### config.mk
export PLATFORM = sky130hd
export DESIGN_NAME = gph_ram
export DESIGN_NICKNAME = d
export VERILOG_FILES = /design/src/rtl/gph_ram.sv
export SDC_FILE = /design/constraint.sdc
export NUM_CORES = 2
export LEC_CHECK = 0
export BUFFER_PORTS_ARGS = -buffer_cell sky130_fd_sc_hd__buf_4
export CORE_MARGIN = 5
export CORE_UTILIZATION = 50
export CTS_BUF_LIST = sky130_fd_sc_hd__clkbuf_4 sky130_fd_sc_hd__clkbuf_8
export CTS_CLUSTER_DIAMETER = 200
export DETAILED_ROUTE_END_ITERATION = 12
export HOLD_SLACK_MARGIN = 0.08
export PLACE_DENSITY_LB_ADDON = 0.08
export RECOVER_POWER = 25
export SYNTH_ARGS = -nofsm -noshare
export SYNTH_HDL_FRONTEND = slang
export SYNTH_SLANG_ARGS = --single-unit
### constraint.sdc
create_clock -name clk -period 6.5 [get_ports clk]
set_clock_uncertainty 0.15 [all_clocks]
set_input_delay 0.325 -clock clk [delete_from_list [all_inputs] [get_ports clk]]
set_output_delay 0.325 -clock clk [all_outputs]
set_load 0.02 [all_outputs]
### src/rtl/gph_ram.sv
// Simple dual-port synchronous RAM, one write and one registered read per cycle.
// Used for the slot table and the free stack; no dependencies.
module gph_ram #(
    parameter int WIDTH = 8,
    parameter int DEPTH = 256
) (
    input  logic                     clk,
    input  logic                     we,
    input  logic [$clog2(DEPTH)-1:0] waddr,
    input  logic [WIDTH-1:0]         wdata,
    input  logic                     re,
    input  logic [$clog2(DEPTH)-1:0] raddr,
    output logic [WIDTH-1:0]         rdata
);

    logic [WIDTH-1:0] mem [DEPTH];
    logic [WIDTH-1:0] rdata_reg;

    always_ff @(posedge clk)
    begin
        if (we)
        begin
            mem[waddr] <= wdata;
        end
    end

    always_ff @(posedge clk)
    begin
        if (re)
        begin
            rdata_reg <= mem[raddr];
        end
    end

    assign rdata = rdata_reg;

endmodule

==> summary.txt <==
Cells and area
  • Fillers: 11,700
  • FF+latch area: 61,700 um^2
  • Final instance area: 88,400 um^2
  • Ratio of cells with drive above 1 in the final layout: 26.0%
  • Largest register FFs: 2,048
  • Area Growth Syn to Fin: 11.1%
  • Nets: 4,012
  • Multi-input logic area: 16,500 um^2

Synth
  • Share of flip-flops with an asynchronous set or reset: 0%
  • Most common cell in the netlist: edfxtp_1
  • Seq cells post-synth: 2,056
  • Largest area contributor in the netlist: edfxtp_1
  • Yosys warnings: 0
  • Dominant synthesized flop cell: edfxtp_1
  • Post-synth EDFFs: 2,056
  • Synth Net Count: 3,760
  • Synth Instances: 3,733
  • Most frequent cells after synthesis: edfxtp_1, mux4_2, nor2_1
  • Fraction of the yosys area taken by sequential cells: 77.5%
  • Top-area cell type share of the netlist area: 77.5%
  • Top cells by area, synth: edfxtp_1, mux4_2, mux2i_1, nor2_1, a22oi_1
  • Synth cell types: 54
  • Mapped cell area: 79,600 um^2
  • Avg Inst Size Synth: 21.3 um^2

STA
  • Minimum clock period: 4.69 ns
  • Final Hold Viols: 0
  • RSZ-0062 raised after global routing: no
  • Fin crit share: 72.1%
  • Pins over their slew limit: 465
  • Max Fclk: 213 MHz
  • Setup Viol. Count Final: 0
  • Slew @ Worst Pin: 4.68 ns
  • Slew margin rel.: -212%
  • TNS Setup: 0 ns

Placed design
  • Routability cong.: 0.828
  • Port-buffer cells: 34
  • Post-DP HPWL: 122 mm
  • Cell Area, Placed: 82,000 um^2

Setup path
  • Worst Setup Start Kind: input pin
  • Crit path kind: input pin to flop
  • Worst EP required: 7.02 ns
  • Worst setup EP type: flop
  • CP arrival: 5.20 ns
  • Critical Path Fanout Max: 89

Detailed routing
  • Total Wirelength: 204 mm
  • Vias per inst: 6.27
  • DRC: 0
  • DRT Pass-1 Iters: 5
  • Routed len/inst: 32.4 um
  • Antenna Nets Post-Route: 0
  • Routed vias: 39,500
  • Initial DRC count: 4,229

Run status
  • Failing checks: capacitance limit, slew limit
  • Outcome: finished with violations

Die
  • Die ar.: 167,000 um^2
  • Die height: 409 um
  • Ports: 35
  • Row cnt: 146
  • Core box area: 158,000 um^2
  • Width of the die: 409 um
  • Starting density of the core: 50.3%

CTS
  • H-tree levels: 5
  • Post-CTS Setup Bufs: 0
  • CTS tree: done
  • Worst-path clk slew: 0.06 ns
  • Skew-Pair Late Insertion Delay: 1.02 ns
  • Cts bufs inserted: 342
  • Longest Clk Path Bufs: 4
  • Root Driver: clkbuf_8
  • Clock Sinks: 2,056

Global route
  • Initial antenna violation count: 9
  • Vias in the first global route: 40,800
  • GR Util All Layers: 24.4%
  • Gr ovfl total: 0
  • First-pass GRT wire length: 294 mm
  • Largest net degree at the start of global routing: 166

Flow run
  • Reported max-cap violation count: 4

Power
  • Cell leakage power: 27.3 nW
  • PwrDens: 302 nW/um^2
  • Max VDD drop: 0.198 mV
  • Final total power: 0.0267 W

Min path
  • Worst hold path type: input pin to flop
-- critical path, stage by stage --
cell           delay (ns)
dlygate4sd3_1        0.52
clkbuf_1             3.08
buf_4                1.10
-- layer usage --
metal | wire [um] | GRT usage [%]
met1 | 81700 | 33.4
met2 | 100000 | 39.7
met3 | 16100 | 5.46
met4 | 5570 | 7.30
met5 | 61 | 0
-- power breakdown --
part / leakage, nW / total, W / internal, W / switching (W)
sequential: 18.5 / 0.0147 / 0.0146 / 0.0000190
combinational: 5.51 / 0.00132 / 0.000439 / 0.000876
clock: 3.32 / 0.0107 / 0.00578 / 0.00492
-- cells by family (layout without fill, tap and decap cells) --
group / Yosys count / after routing / synth area share [%]
flip-flops: 2056 / 2056 / 77.5
multiplexers: 591 / 591 / 14.6
AND/OR/NAND/NOR: 466 / 466 / 2.63
AO/OA/AOI/OAI: 385 / 385 / 3.42
buffers and inverters: 235 / 717 / 1.83
other: 0 / 4 / 0
-- repair_timing --
item,CTS,global route
gates resized for setup,0,0
endpoints found under the hold margin,1157,0
hold buffers,19,0
-- path summary, 6_finish.rpt --
| check | startpoint | end | slack (ns) | depth (start not counted) |
|---|---|---|---|---|
| hold / removal | raddr[7] | rdata[3] | 0.23 | 5 |
| hold reg to reg | mem[114][7] | rdata[7] | 1.02 | 5 |
| setup reg to reg | mem[82][0] | rdata[0] | 3.31 | 5 |
| setup / recovery | wdata[5] | mem[159][5] | 1.81 | 3 |
-- through the flow --
stage	hold WS, ns	std cells	setup WS (ns)	utilization (%)
after floorplan	0.274	3733	3.95	-
after global placement	0.577	5689	1.46	51.7
after detailed placement	0.578	5694	1.94	51.8
after CTS	0.0965	6287	3.06	55.9
after global routing	0.169	6288	1.42	55.8
final	0.235	6291	1.81	55.8
-- placed cells by master, fill, tap and decap left out, types with 6 or more instances in the layout --
master and instances:
nand3_2 6, bufinv_16 8, o211ai_1 10, a211oi_1 16, o22ai_1 28, nor2b_1 28
nor2_1 279, nand2b_1 8, o21ai_0 10, a221oi_1 13, mux4_2 454, nand2_1 32
nor4_1 17, nand4_1 10, a22oi_1 133, mux2i_1 134, a21oi_1 96, clkbuf_4 87
a22o_1 8, o221ai_1 46, buf_4 97, dlygate4sd3_1 19, clkinv_2 38, clkbuf_8 356
nand3_1 28, nor4_2 10, nor3_1 22, clkinvlp_4 6, edfxtp_1 2056, clkinv_1 85
buf_12 11
-- area by class of cell --
cell class              count  area share (%)
multi-input cells        1442            18.7
well taps                2072            2.93
clock buffers             437            6.19
clock inverters           137           0.904
repair buffers            141            1.44
flip-flops and latches   2056            69.8
diodes                      4          0.0113
inverters                   2         0.00849
(Power assumes the default switching activity.)
